### config.mk
export PLATFORM = sky130hd
export DESIGN_NAME = signal_packet_framer
export DESIGN_NICKNAME = d
export VERILOG_FILES = /design/src/rtl/spf_pkg.sv /design/src/rtl/signal_packet_framer.sv
export SDC_FILE = /design/constraint.sdc
export NUM_CORES = 1
export LEC_CHECK = 0
export BUFFER_PORTS_ARGS = -buffer_cell sky130_fd_sc_hd__buf_4
export CELL_PAD_IN_SITES_DETAIL_PLACEMENT = 1
export CELL_PAD_IN_SITES_GLOBAL_PLACEMENT = 2
export CORE_ASPECT_RATIO = 1.2
export CORE_MARGIN = 2
export CORE_UTILIZATION = 35
export DETAILED_ROUTE_END_ITERATION = 8
export PLACE_DENSITY_LB_ADDON = 0.1
export SLEW_MARGIN = 20
export SYNTH_ARGS = -nofsm -noshare
export SYNTH_HDL_FRONTEND = slang
export SYNTH_SLANG_ARGS = --single-unit
### constraint.sdc
create_clock -name clk -period 3.5 [get_ports clk]
set_input_delay 0.7 -clock clk [delete_from_list [all_inputs] [get_ports clk]]
set_output_delay 0.7 -clock clk [all_outputs]
set_load 0.05 [all_outputs]
### src/rtl/spf_pkg.sv
// spf_pkg: shared constants and types for the signal packet framer
// frame marker bytes, header mask, payload limit default and the output slot type
// no dependencies
package spf_pkg;

	// frame marker and trailer bytes
	localparam logic [7:0] START_BYTE = 8'h53;
	localparam logic [7:0] CR_BYTE    = 8'h0D;
	localparam logic [7:0] LF_BYTE    = 8'h0A;

	// header length field mask and element-size field position
	localparam logic [7:0] HDR_LEN_MASK = 8'h1F;
	localparam int unsigned SHIFT_LSB   = 5;

	// default payload limit in bytes (range 1 to 31)
	localparam int unsigned MAX_PAYLOAD_DEF = 26;

	// longest burst one transfer can cause: marker, header, byte, checksum, cr, lf
	localparam int unsigned SLOT_COUNT = 7;

	// one queued frame byte
	typedef struct packed {
		logic [7:0] data;
		logic       last;
	} frame_byte_t;

endpackage

### src/rtl/signal_packet_framer.sv
// signal_packet_framer: wraps payload bytes in serial frames with header and checksum
// frame is marker 'S', header, payload, 16-bit checksum high byte first, cr, lf
// depends on spf_pkg
//
// usage
//   s_axis carries input transfers: type byte, element count and one payload byte.
//   the first transfer of a packet sets the length (count << type[6:5], clipped to
//   MAX_PAYLOAD) and also carries the first payload byte; a zero-length packet puts
//   out its whole frame on that transfer and drops its data byte.
//   m_axis carries frame bytes one per transfer, tlast high on the closing lf.
//   the first byte of a transfer's output is valid in the cycle after it is taken.
//   in mid-packet one payload byte is taken per cycle while the receiver is ready;
//   a packet start puts out three bytes (marker, header, byte) and a packet end five,
//   and s_axis_tready stays low until the last of those bytes is being taken.
//   the rate is set by the 7-slot output shift buffer, which drains one byte a cycle
//   while m_axis_tready is high; a new transfer is taken in the cycle the last byte leaves.
//   reset clears the packet state and empties the buffer; the next transfer starts
//   a packet. when the receiver stalls, the buffer holds and s_axis_tready stays low
//   while any byte is queued.
module signal_packet_framer #(
	parameter int unsigned MAX_PAYLOAD = spf_pkg::MAX_PAYLOAD_DEF
) (
	input  logic        clk,
	input  logic        arst_n,
	// tdata: type_byte [7:0], element_count [12:8], data_byte [20:13], zero [23:21]
	input  logic [23:0] s_axis_tdata,
	input  logic        s_axis_tvalid,
	output logic        s_axis_tready,
	// tdata: out_byte [7:0]
	output logic [7:0]  m_axis_tdata,
	output logic        m_axis_tvalid,
	input  logic        m_axis_tready,
	output logic        m_axis_tlast
);
	import spf_pkg::*;

	localparam logic [7:0] MaxLen = 8'(MAX_PAYLOAD);
	localparam int unsigned CntW  = $clog2(SLOT_COUNT + 1);

	// input fields
	logic [7:0] type_byte;
	logic [4:0] element_count;
	logic [7:0] data_byte;

	assign type_byte     = s_axis_tdata[7:0];
	assign element_count = s_axis_tdata[12:8];
	assign data_byte     = s_axis_tdata[20:13];

	// packet state
	logic        busy_q;
	logic [4:0]  left_q;
	logic [15:0] sum_q;
	logic [7:0]  pend_q;
	logic        odd_q;

	// output shift buffer, slot 0 is on the bus
	frame_byte_t         slot_q [SLOT_COUNT];
	logic [CntW-1:0]     cnt_q;

	logic s_accept;
	logic m_accept;

	assign m_axis_tvalid = (cnt_q != '0);
	assign m_axis_tdata  = slot_q[0].data;
	assign m_axis_tlast  = slot_q[0].last;
	assign m_accept      = m_axis_tvalid & m_axis_tready;
	assign s_axis_tready = (cnt_q == '0) || ((cnt_q == CntW'(1)) && m_axis_tready);
	assign s_accept      = s_axis_tvalid & s_axis_tready;

	// length from count and element size, clipped
	logic [7:0]  len_full;
	logic [4:0]  len_clip;
	logic [7:0]  hdr_byte;

	always_comb begin
		len_full = {3'b000, element_count} << type_byte[SHIFT_LSB+1:SHIFT_LSB];
		len_clip = (len_full > MaxLen) ? MaxLen[4:0] : len_full[4:0];
		hdr_byte = type_byte | ({3'b000, len_clip} & HDR_LEN_MASK);
	end

	// checksum step for this payload byte
	logic        start;
	logic        zero_len;
	logic [4:0]  left_base;
	logic [15:0] sum_base;
	logic [7:0]  pend_base;
	logic        odd_base;
	logic [4:0]  left_nxt;
	logic [15:0] sum_nxt;
	logic [7:0]  pend_nxt;
	logic        odd_nxt;
	logic [15:0] sum_fin;
	logic        last_byte;

	always_comb begin
		start     = !busy_q;
		zero_len  = start && (len_clip == '0);
		left_base = start ? len_clip : left_q;
		sum_base  = start ? 16'h0000 : sum_q;
		pend_base = start ? 8'h00 : pend_q;
		odd_base  = start ? 1'b0 : odd_q;
		left_nxt  = left_base - 5'd1;
		last_byte = (left_nxt == '0);
		// a completed pair, or an odd last byte padded with a zero low byte
		sum_fin   = odd_base ? (sum_base + {pend_base, data_byte})
		                     : (sum_base + {data_byte, 8'h00});
		if (odd_base) begin
			sum_nxt  = sum_fin;
			pend_nxt = pend_base;
			odd_nxt  = 1'b0;
		end else begin
			sum_nxt  = sum_base;
			pend_nxt = data_byte;
			odd_nxt  = 1'b1;
		end
	end

	// bytes that this transfer puts out
	frame_byte_t     load [SLOT_COUNT];
	logic [CntW-1:0] load_cnt;

	always_comb begin
		for (int i = 0; i < SLOT_COUNT; i++) begin
			load[i] = '{data: 8'h00, last: 1'b0};
		end
		case ({zero_len, start, last_byte})
			3'b110, 3'b111: begin
				load[0]  = '{data: START_BYTE, last: 1'b0};
				load[1]  = '{data: hdr_byte, last: 1'b0};
				load[2]  = '{data: 8'h00, last: 1'b0};
				load[3]  = '{data: 8'h00, last: 1'b0};
				load[4]  = '{data: CR_BYTE, last: 1'b0};
				load[5]  = '{data: LF_BYTE, last: 1'b1};
				load_cnt = CntW'(6);
			end
			3'b011: begin
				load[0]  = '{data: START_BYTE, last: 1'b0};
				load[1]  = '{data: hdr_byte, last: 1'b0};
				load[2]  = '{data: data_byte, last: 1'b0};
				load[3]  = '{data: sum_fin[15:8], last: 1'b0};
				load[4]  = '{data: sum_fin[7:0], last: 1'b0};
				load[5]  = '{data: CR_BYTE, last: 1'b0};
				load[6]  = '{data: LF_BYTE, last: 1'b1};
				load_cnt = CntW'(7);
			end
			3'b010: begin
				load[0]  = '{data: START_BYTE, last: 1'b0};
				load[1]  = '{data: hdr_byte, last: 1'b0};
				load[2]  = '{data: data_byte, last: 1'b0};
				load_cnt = CntW'(3);
			end
			3'b001: begin
				load[0]  = '{data: data_byte, last: 1'b0};
				load[1]  = '{data: sum_fin[15:8], last: 1'b0};
				load[2]  = '{data: sum_fin[7:0], last: 1'b0};
				load[3]  = '{data: CR_BYTE, last: 1'b0};
				load[4]  = '{data: LF_BYTE, last: 1'b1};
				load_cnt = CntW'(5);
			end
			default: begin
				load[0]  = '{data: data_byte, last: 1'b0};
				load_cnt = CntW'(1);
			end
		endcase
	end

	// packet state update on each input transfer
	always_ff @(posedge clk or negedge arst_n) begin
		if (!arst_n) begin
			busy_q <= 1'b0;
			left_q <= '0;
			sum_q  <= '0;
			pend_q <= '0;
			odd_q  <= 1'b0;
		end else if (s_accept) begin
			if (zero_len || last_byte) begin
				busy_q <= 1'b0;
				left_q <= '0;
				sum_q  <= '0;
				pend_q <= '0;
				odd_q  <= 1'b0;
			end else begin
				busy_q <= 1'b1;
				left_q <= left_nxt;
				sum_q  <= sum_nxt;
				pend_q <= pend_nxt;
				odd_q  <= odd_nxt;
			end
		end
	end

	// buffer fill count
	always_ff @(posedge clk or negedge arst_n) begin
		if (!arst_n) begin
			cnt_q <= '0;
		end else if (s_accept) begin
			cnt_q <= load_cnt;
		end else if (m_accept) begin
			cnt_q <= cnt_q - CntW'(1);
		end
	end

	// buffer contents: load a burst or shift toward slot 0
	always_ff @(posedge clk) begin
		if (s_accept) begin
			slot_q <= load;
		end else if (m_accept) begin
			for (int i = 0; i < SLOT_COUNT - 1; i++) begin
				slot_q[i] <= slot_q[i+1];
			end
			slot_q[SLOT_COUNT-1] <= '{data: 8'h00, last: 1'b0};
		end
	end

	// checks
	a_cnt_range: assert property (@(posedge clk) disable iff (!arst_n)
		cnt_q <= CntW'(SLOT_COUNT))
		else $error("output buffer count out of range");

	a_load_shows: assert property (@(posedge clk) disable iff (!arst_n)
		s_accept |=> m_axis_tvalid)
		else $error("input transfer produced no output byte");

	a_last_is_lf: assert property (@(posedge clk) disable iff (!arst_n)
		(m_axis_tvalid && m_axis_tlast) |-> (m_axis_tdata == LF_BYTE))
		else $error("frame end not on lf byte");

	a_busy_left: assert property (@(posedge clk) disable iff (!arst_n)
		busy_q |-> (left_q != '0))
		else $error("packet open with no bytes left");

endmodule

==> metrics.txt, run 1 <==
crit-path cells and2_1 -> ha_1 -> a21o_1 -> a21o_1 -> a221oi_1 -> buf_4 -> nand4b_1 -> a21oi_1 -> a41oi_1 -> nor3_1 -> o31ai_1; vias in the first global route 4684; top cell type's share of synthesized area 27.6%; Power Density 845 mW/mm^2; crit-path most repeated cell a21o_1; DRT iter0 DRCs 198; setup TNS 0 ns; Critical Path AT 3.43 ns; RSZ-0062 raised after global routing false; # setup viols final 0; number of H-tree levels 3; final wirelength 16800 um; Seq cells post-synth 83; Via Count 4385; RePlAce Congestion 0.892; Initial Util 35.7%; crit-path max FO 20; Min-Delay Path Class primary input to asynchronous set/reset pin; fin. max-slew vios 0; Synth async-reset ratio 41.0%; # IOs 39; fin nets 645; CTS max path bufs 2; Clock Sinks 83; minimum clock period 3.34 ns; CP max stage delay 0.60 ns; die footprint 0.0163 sq mm; slowest cell on the critical path dfrtp_2; Worst setup EP type flop; area leader, netlist edfxtp_1; Final period util 95.4%; initial antenna violation count 0; Post-CTS Setup Bufs 0; Mean Syn Cell Area 9.61 sq um; Synth Instances 555; Max-Cap Viols 0; antenna viol nets, final 0; FF-to-FF Start busy_q$_DFFE_PN0P_; LEAKAGE 2.71 nW; multi-input logic area 0.00279 sq mm; WL per Instance 21.0 um; Reg2Reg Capture Point slot_q[53]$_DFFE_PP_; total core area 0.0150 sq mm; DP Wirelength 12400 um; Non-Filler Instances 799; R2R setup slack 0.16 ns; routed vias/inst 5.49; total gr overflow 0; Setup CP Type flop to flop; worst IR drop on VDD 0.312 mV; CTS tree done; die height 139 um; WP data required 3.60 ns; R2R cell count 11; FP Rows 49; number of flops mapped to enable cells by yosys 49; final hold violations 0; top cell family by delay on the critical path compound AO/OA/AOI/OAI gates; final-layout fill cell count 1759; Synth warnings 0; largest net degree at the start of global routing 54; # hold bufs at CTS 0; post-cts resize count 0; ys flop type edfxtp_1; worst skew pair latency 0.36 ns; Max Clock Skew 0.00868 ns; CTS buffer count 9; Die Width 117 um; most frequent cell after synthesis nand2_1; relative slew slack 39.2%; CP bufs+invs 1; register area share after synthesis 43.5%; Synth top cells by count nand2_1, o21ai_0, edfxtp_1, dfrtp_1, a21oi_1; worst-margin pin slew 0.905 ns; status finished clean; Synth cell types 68; register area 0.00232 sq mm; crit path launch type flop; first-pass GRT wire length 26400 um; Area Overhead vs Synth 15.3%; dpl cells 783; Tot GR Track Use 21.9%; Max Freq 300 MHz; diode count 0; post-synth design cell area 0.00534 sq mm; CTS clk-pin slew, worst paths 0.07 ns; CTS Root Cell clkbuf_16; synth top area cells edfxtp_1, dfrtp_1, ha_1; drt drc 0; number of detailed-route iterations in the first pass 4; IO buf count 35; share of layout cells above drive strength 1 15.3%
-- area by class of cell --
class / count / area share, %
multi-input cells: 424 / 45.4
repair buffers: 56 / 6.84
flip-flops and latches: 83 / 37.8
clock buffers: 11 / 3.78
well taps: 204 / 4.15
clock inverters: 5 / 1.04
inverters: 16 / 0.977
-- how the worst max path moves through the flow --
stage | startpoint | to | depth (start not counted)
global route | busy_q$_DFFE_PN0P_ | slot_q[53]$_DFFE_PP_ | 11
detailed placement | s_axis_tdata[13] | slot_q[34]$_DFFE_PP_ | 11
CTS | busy_q$_DFFE_PN0P_ | slot_q[53]$_DFFE_PP_ | 11
finish | busy_q$_DFFE_PN0P_ | slot_q[53]$_DFFE_PP_ | 11
global placement | s_axis_tdata[13] | slot_q[34]$_DFFE_PP_ | 11
floorplan | busy_q$_DFFE_PN0P_ | slot_q[34]$_DFFE_PP_ | 15
-- power by group --
group          switching, W  leakage, nW  internal, W
clock              0.000424        0.140     0.000558
sequential         0.000235        0.922      0.00150
combinational       0.00156         1.65     0.000920
total               0.00222         2.71      0.00298
-- layout by cell type, fill, tap and decap left out, types with 3 or more instances in the layout --
master / instances
o21ai_1: 3
ha_1: 25
a21o_1: 16
and2_1: 30
nand2_1: 72
a21oi_1: 32
nand2b_1: 5
xor2_1: 12
mux2i_1: 11
edfxtp_1: 49
a22o_1: 19
or3_1: 3
nor3_1: 11
nor2b_1: 5
o211ai_1: 4
clkinv_4: 3
a211oi_1: 3
nand3_1: 16
nor2_1: 28
o2111ai_1: 3
conb_1: 4
inv_1: 15
o21ai_0: 49
buf_4: 56
xnor2_1: 12
o21a_1: 3
clkbuf_16: 9
a31oi_1: 8
dfrtp_1: 33
-- cell families (layout without fill, tap and decap cells) --
family / after synthesis / after routing / share of synthesized area [%]
flops: 83 / 83 / 43.5
compound gates: 169 / 169 / 21.3
xor+xnor: 24 / 24 / 3.94
mux: 14 / 14 / 3.12
fa+ha+maj: 27 / 27 / 6.61
buf+inv: 51 / 88 / 4.60
other cells: 1 / 4 / 0.0703
simple gates: 186 / 186 / 16.9
-- sequential cells by signal, indices dropped and copies added, names as in the netlist --
signal        count
cnt_q             3
left_q            5
m_axis_tlast      1
odd_q             1
slot_q           40
m_axis_tdata      8
pend_q            8
sum_q            16
busy_q            1
-- worst reg2reg max path, cell delays in order (launching register included) --
cell and delay (ns):
dfrtp_2 0.60, and2_1 0.29, ha_1 0.27, a21o_1 0.20, a21o_1 0.18, a221oi_1 0.39, buf_4 0.19, nand4b_1 0.20
a21oi_1 0.22, a41oi_1 0.06, nor3_1 0.36, o31ai_1 0.13
-- metal layers --
metal	global-route usage, %	vias up	part of all wire, %
met4	9.16	0	3.3
met5	0	-	0
met1	28.1	2193	43
li1	-	2089	-
met2	36.3	74	50
met3	3.35	29	2.8
-- through the flow --
stage | power [W] | hold WS, ns | util (%) | area (sq um) | setup slack (ns)
after global routing | 0.00556 | 0.334 | 41.1 | 6150 | 0.0322
final | 0.00520 | 0.314 | 41.1 | 6150 | 0.162
after detailed placement | 0.00425 | 0.480 | 39.1 | 5850 | 0.151
after global placement | 0.00418 | 0.460 | 39.1 | 5850 | 0.198
after floorplan | 0.00345 | 0.404 | - | 5380 | 0.0263
after CTS | 0.00525 | 0.318 | 41.1 | 6150 | 0.223
Power figures use the tool's default switching activity.
==> run 2, diff against run 1 <==
--- a/config.mk
+++ b/config.mk
@@ -6,13 +6,14 @@
 export NUM_CORES = 1
 export LEC_CHECK = 0
 export BUFFER_PORTS_ARGS = -buffer_cell sky130_fd_sc_hd__buf_4
+export CAP_MARGIN = 20
 export CELL_PAD_IN_SITES_DETAIL_PLACEMENT = 1
 export CELL_PAD_IN_SITES_GLOBAL_PLACEMENT = 2
 export CORE_ASPECT_RATIO = 1.2
 export CORE_MARGIN = 2
 export CORE_UTILIZATION = 35
 export DETAILED_ROUTE_END_ITERATION = 8
-export PLACE_DENSITY_LB_ADDON = 0.1
+export PLACE_DENSITY = 0.75
 export SLEW_MARGIN = 20
 export SYNTH_ARGS = -nofsm -noshare
 export SYNTH_HDL_FRONTEND = slang
==> run 2 against run 1 <==
  * Combinational power shrank 2%
  * Clock skew rose by 0.0045 ns
  * Non-clock buffer count shrank 5
  * Fmax is 2.9% higher
  * Cell count decreased by 0.63%
  * Sequential power hardly changed
  * Via count is essentially flat
  * Critical path type unchanged
  * Critical endpoint is now slot_q[34]$_DFFE_PP_
  * Largest cell class unchanged
  * Largest power group unchanged
==> metrics.txt, run 2 (synthesis gave the netlist of run 1 again) <==
IO buf count 35 (unchanged); final wirelength 16200 um (-3.5%); fin nets 640 (-0.78%); worst IR drop on VDD 0.276 mV (-12%); DRT iter0 DRCs 210 (+6.1%); final-layout fill cell count 1768 (+0.51%); antenna viol nets, final 0 (unchanged); CTS tree done; first-pass GRT wire length 25600 um (-3.0%); top flop regs slot_q (40), sum_q (16); diode count 0 (unchanged); combinational group share of total power 47.9% (+0.2 points); WP data required 3.59 ns (about the same); FP Rows 49 (unchanged); # IOs 39 (unchanged); largest net degree at the start of global routing 54 (unchanged); Area Overhead vs Synth 14.2%; CTS max path bufs 2 (unchanged); share of layout cells above drive strength 1 14.7% (-0.55 points); number of detailed-route iterations in the first pass 4 (unchanged); sequential power share 34.2% (+0.8 points); Max Clock Skew 0.0132 ns (+0.00453 ns); RSZ-0062 raised after global routing false; Clock Sinks 83 (unchanged); Power Internal 0.00288 W (-3.4%); Initial Util 35.7% (unchanged); dpl cells 778 (-0.64%); minimum clock period 3.24 ns (-0.0932 ns); CTS clk-pin slew, worst paths 0.07 ns (about the same); worst-margin pin slew 0.740 ns (-0.165 ns); post-cts resize count 0 (unchanged); Die Width 117 um (unchanged); LEAKAGE 2.67 nW (-1.4%); Post-CTS Setup Bufs 0 (unchanged); WL per Instance 20.4 um (-2.9%); Tot GR Track Use 20.8% (-1.0 points); RePlAce Congestion 0.833 (-6.6%); status finished clean; routed vias/inst 5.53 (+0.70%); Non-Filler Instances 794 (-0.63%); Setup CP Type flop to flop; most common cell after layout, fill and taps aside nand2_1; fin. max-slew vios 0 (unchanged); Clk network pwr share 17.9% (-1.0 points); setup TNS 0 ns (unchanged); final hold violations 0 (unchanged); CTS buffer count 9 (unchanged); Final period util 92.7% (-2.7 points); crit-path max FO 22 (+10%); total gr overflow 0 (unchanged); total core area 0.0150 sq mm (unchanged); largest register by flop count slot_q; DP Wirelength 12000 um (-2.6%); # hold bufs at CTS 0 (unchanged); initial antenna violation count 0 (unchanged); Power Density 832 mW/mm^2 (-1.6%); Min-Delay Path Class primary input to asynchronous set/reset pin; relative slew slack 50.3% (+11 points); die height 139 um (unchanged); R2R cell count 11 (unchanged); Max-Cap Viols 0 (unchanged); Via Count 4388 (+0.068%); sw frac 43.3% (+0.55 points); # setup viols final 0 (unchanged); NetSw 0.00219 W (-1.2%); number of H-tree levels 3 (unchanged); Worst setup EP type flop; max FFs per register 40 (unchanged); crit path launch type flop; Critical Path AT 3.33 ns (-0.10 ns); worst skew pair latency 0.35 ns (about the same); die footprint 0.0163 sq mm (unchanged); drt drc 0 (unchanged); vias in the first global route 4612 (-1.5%); commonest cells after routing, fill and taps aside nand2_1, buf_4, o21ai_0, edfxtp_1, dfrtp_1; CTS Root Cell clkbuf_16; Max Freq 308 MHz (+2.9%)
-- run 2: power groups by stage --
stage          clock, W  combinational, W  sequential, W
3_3_place_gp          0           0.00239        0.00173
4_1_cts        0.000930           0.00245        0.00174
6_report       0.000907           0.00243        0.00174
3_5_place_dp          0           0.00244        0.00175
5_1_grt        0.000970           0.00268        0.00179
2_1_floorplan         0           0.00179        0.00166
-- run 2: through the flow --
step / cell area [sq um] / total power, W / hold WS, ns / util [%] / setup slack (ns)
2_1_floorplan: 5380 / 0.00345 / 0.404 / - / 0.0263
3_3_place_gp: 5820 / 0.00411 / 0.455 / 38.9 / 0.199
3_5_place_dp: 5820 / 0.00419 / 0.476 / 38.9 / 0.179
4_1_cts: 6090 / 0.00512 / 0.325 / 40.7 / 0.250
5_1_grt: 6090 / 0.00544 / 0.343 / 40.7 / 0.0823
6_report: 6090 / 0.00507 / 0.309 / 40.7 / 0.255
-- run 2: area by class of cell --
class | count | area (sq um) | area share, %
Clock buffer | 10 | 229 | 3.76
Timing Repair Buffer | 51 | 383 | 6.28
Clock inverter | 6 | 48.8 | 0.801
Inverter | 16 | 60.1 | 0.986
Tap cell | 204 | 255 | 4.19
Sequential cell | 83 | 2320 | 38.1
Multi-Input combinational cell | 424 | 2790 | 45.9
-- run 2: worst paths after layout --
| check | endpoint | from | slack [ns] |
|---|---|---|---|
| max reg2reg | slot_q[34]$_DFFE_PP_ | busy_q$_DFFE_PN0P_ | 0.26 |
| min | pend_q[6]$_DFFE_PN0P_ | arst_n | 0.31 |
| min in group clk | sum_q[6]$_DFFE_PN0P_ | sum_q[6]$_DFFE_PN0P_ | 0.48 |
| max | slot_q[34]$_DFFE_PP_ | busy_q$_DFFE_PN0P_ | 0.26 |
| min reg2reg | sum_q[6]$_DFFE_PN0P_ | sum_q[6]$_DFFE_PN0P_ | 0.48 |
| max in group asynchronous | busy_q$_DFFE_PN0P_ | arst_n | 2.83 |
-- run 2: layer usage --
metal  GRT usage (%)  vias to the layer above  part of all wire (%)
li1                -                     2073                     -
met1            26.3                     2191                    43
met2            35.4                       89                    51
met3            3.40                       35                   3.2
met4            7.93                        0                   3.4
met5               0                        -                     0
-- run 2: critical path: stages, from the launching register on --
cell and delay [ns]:
dfrtp_2 0.55, and2_1 0.20, ha_1 0.20, fa_2 0.36
a21o_1 0.20, a221oi_2 0.32, o21ai_2 0.12, o2111ai_1 0.21
nand2_1 0.11, or3b_2 0.45, nand3_1 0.15, o21ai_0 0.12
==> run 3, diff against run 2 <==
--- a/config.mk
+++ b/config.mk
@@ -14,6 +14,7 @@
 export CORE_UTILIZATION = 35
 export DETAILED_ROUTE_END_ITERATION = 8
 export PLACE_DENSITY = 0.75
+export RECOVER_POWER = 25
 export SLEW_MARGIN = 20
 export SYNTH_ARGS = -nofsm -noshare
 export SYNTH_HDL_FRONTEND = slang
==> run 3 against run 2 <==
  * Setup slack gained 0.0011 ns
  * The run now ends with capacitance limit, slew limit left
  * Cell area shrank 0.62%
  * Sequential share of layout area grew 0.24 points
  * Non-clock buffer count unchanged
  * Routed wire length is essentially flat
  * Worst hold slack better by 0.17 ns
==> metrics.txt, run 3 (synthesis gave the netlist of run 1 again) <==
WL per Instance 20.4 um (about the same); total gr overflow 0 (unchanged); Die Width 117 um (unchanged); Power Density 831 mW/mm^2 (-0.13%); Post-CTS Setup Bufs 0 (unchanged); fin. max-slew vios 35 (+35); Area Overhead vs Synth 13.5%; final wirelength 16200 um (about the same); Clk network pwr share 18.0% (about the same); die height 139 um (unchanged); RSZ-0062 raised after global routing false; NetSw 0.00219 W (about the same); number of detailed-route iterations in the first pass 4 (unchanged); max FFs per register 40 (unchanged); post-cts resize count 0 (unchanged); diode count 0 (unchanged); Worst setup EP type flop; # hold bufs at CTS 0 (unchanged); die footprint 0.0163 sq mm (unchanged); worst skew pair latency 0.35 ns (about the same); crit path launch type flop; Max Clock Skew 0.0139 ns (+0.000733 ns); R2R setup slack 0.26 ns (about the same); Max-Cap Viols 1 (+1); RePlAce Congestion 0.833 (unchanged); sequential power share 34.5% (+0.3 points); Power Internal 0.00284 W (-1.3%); drt drc 0 (unchanged); largest register by flop count slot_q; DR top layer met4; Final period util 92.7% (about the same); routed vias/inst 5.54 (+0.16%); combinational group share of total power 47.5% (-0.4 points); crit-path max FO 22 (unchanged); CTS buffer count 9 (unchanged); Non-Filler Instances 794 (unchanged); Critical Path AT 3.33 ns (about the same); WP data required 3.59 ns (about the same); Tot GR Track Use 20.8% (unchanged); CTS max path bufs 2 (unchanged); top flop regs slot_q (40), sum_q (16); fin nets 640 (unchanged); sw frac 43.6% (+0.32 points); initial antenna violation count 0 (unchanged); worst IR drop on VDD 0.276 mV (about the same); largest net degree at the start of global routing 54 (unchanged); Detail Route met2 WL 8210 um (+0.28%); # setup viols final 0 (unchanged); # IOs 39 (unchanged); Clock Sinks 83 (unchanged); CTS Root Cell clkbuf_16; dpl cells 778 (unchanged); DRT iter0 DRCs 210 (unchanged); total core area 0.0150 sq mm (unchanged); Util after Layout 40.5% (-0.25 points); most common cell after layout, fill and taps aside nand2_1; worst-margin pin slew 1.97 ns (+1.23 ns); CTS clk-pin slew, worst paths 0.06 ns (about the same); first-pass GRT wire length 25600 um (unchanged); failing checks capacitance limit, slew limit; Worst Hold Slack 0.482 ns (+0.173 ns); Setup CP Type flop to flop; FP Rows 49 (unchanged); Max Freq 308 MHz (about the same); setup TNS 0 ns (unchanged); status finished with violations; number of H-tree levels 3 (unchanged); DP Wirelength 12000 um (unchanged); relative slew slack -31.4% (-82 points); met1 wire length 7010 um (+1.3%); Via Count 4395 (+0.16%); vias in the first global route 4612 (unchanged); total power 0.00503 W (-0.74%); IO buf count 35 (unchanged); share of layout cells above drive strength 1 13.1% (-1.7 points); CTS tree done; commonest cells after routing, fill and taps aside nand2_1, o21ai_0, edfxtp_1; routed wl met3 435 um (-15%); LEAKAGE 2.63 nW (-1.4%); Min-Delay Path Class flop to flop; final hold violations 0 (unchanged); Initial Util 35.7% (unchanged); antenna viol nets, final 0 (unchanged); minimum clock period 3.24 ns (-0.00110 ns)
## run 3: cell count changes in the layout (fill, tap and decap cells not counted), sizes merged
cell / change
clkbuf: +10
buf: -10
## run 3: stage by stage
| step | area, sq um | setup WS (ns) |
|---|---|---|
| global route | 6060 | 0.0823 |
| finish | 6060 | 0.256 |
| floorplan | 5380 | 0.0263 |
| detailed placement | 5820 | 0.179 |
| CTS | 6090 | 0.250 |
| global placement | 5820 | 0.199 |
## run 3: final cells by class
type,instances,area [sq um]
Fill cell,1779,8900
Clock inverter,6,48.8
Sequential cell,83,2320
Inverter,16,60.1
Timing Repair Buffer,51,345
Clock buffer,10,229
Multi-Input combinational cell,424,2790
Tap cell,204,255
## run 3: worst paths after layout
kind	cells after the start	endpoint	start
worst max-delay path	11	slot_q[34]$_DFFE_PP_	busy_q$_DFFE_PN0P_
worst min-delay path	2	sum_q[6]$_DFFE_PN0P_	sum_q[6]$_DFFE_PN0P_
worst max register to register	11	slot_q[34]$_DFFE_PP_	busy_q$_DFFE_PN0P_
worst min register to register	2	sum_q[6]$_DFFE_PN0P_	sum_q[6]$_DFFE_PN0P_
max in group asynchronous	1	busy_q$_DFFE_PN0P_	arst_n
min in group asynchronous	1	pend_q[6]$_DFFE_PN0P_	arst_n
## run 3: critical path: stages (launching register included)
cell and delay [ns]:
dfrtp_2 0.55, and2_1 0.20, ha_1 0.20, fa_2 0.36, a21o_1 0.20, a221oi_2 0.32
o21ai_2 0.12, o2111ai_1 0.20, nand2_1 0.11, or3b_2 0.45, nand3_1 0.15, o21ai_0 0.12
## run 3: power by group through the flow
| stage | Clock, W | Sequential (W) | Combinational, W |
|---|---|---|---|
| finish | 0.000908 | 0.00174 | 0.00239 |
| global route | 0.000970 | 0.00178 | 0.00264 |
| CTS | 0.000930 | 0.00174 | 0.00245 |
| detailed placement | 0 | 0.00175 | 0.00244 |
| global placement | 0 | 0.00173 | 0.00239 |
| floorplan | 0 | 0.00166 | 0.00179 |
## run 3: layer usage
layer / global-route usage [%] / vias to the layer above
met5: 0 / -
met4: 7.93 / 0
met3: 3.40 / 31
met2: 35.4 / 79
met1: 26.3 / 2212
li1: - / 2073
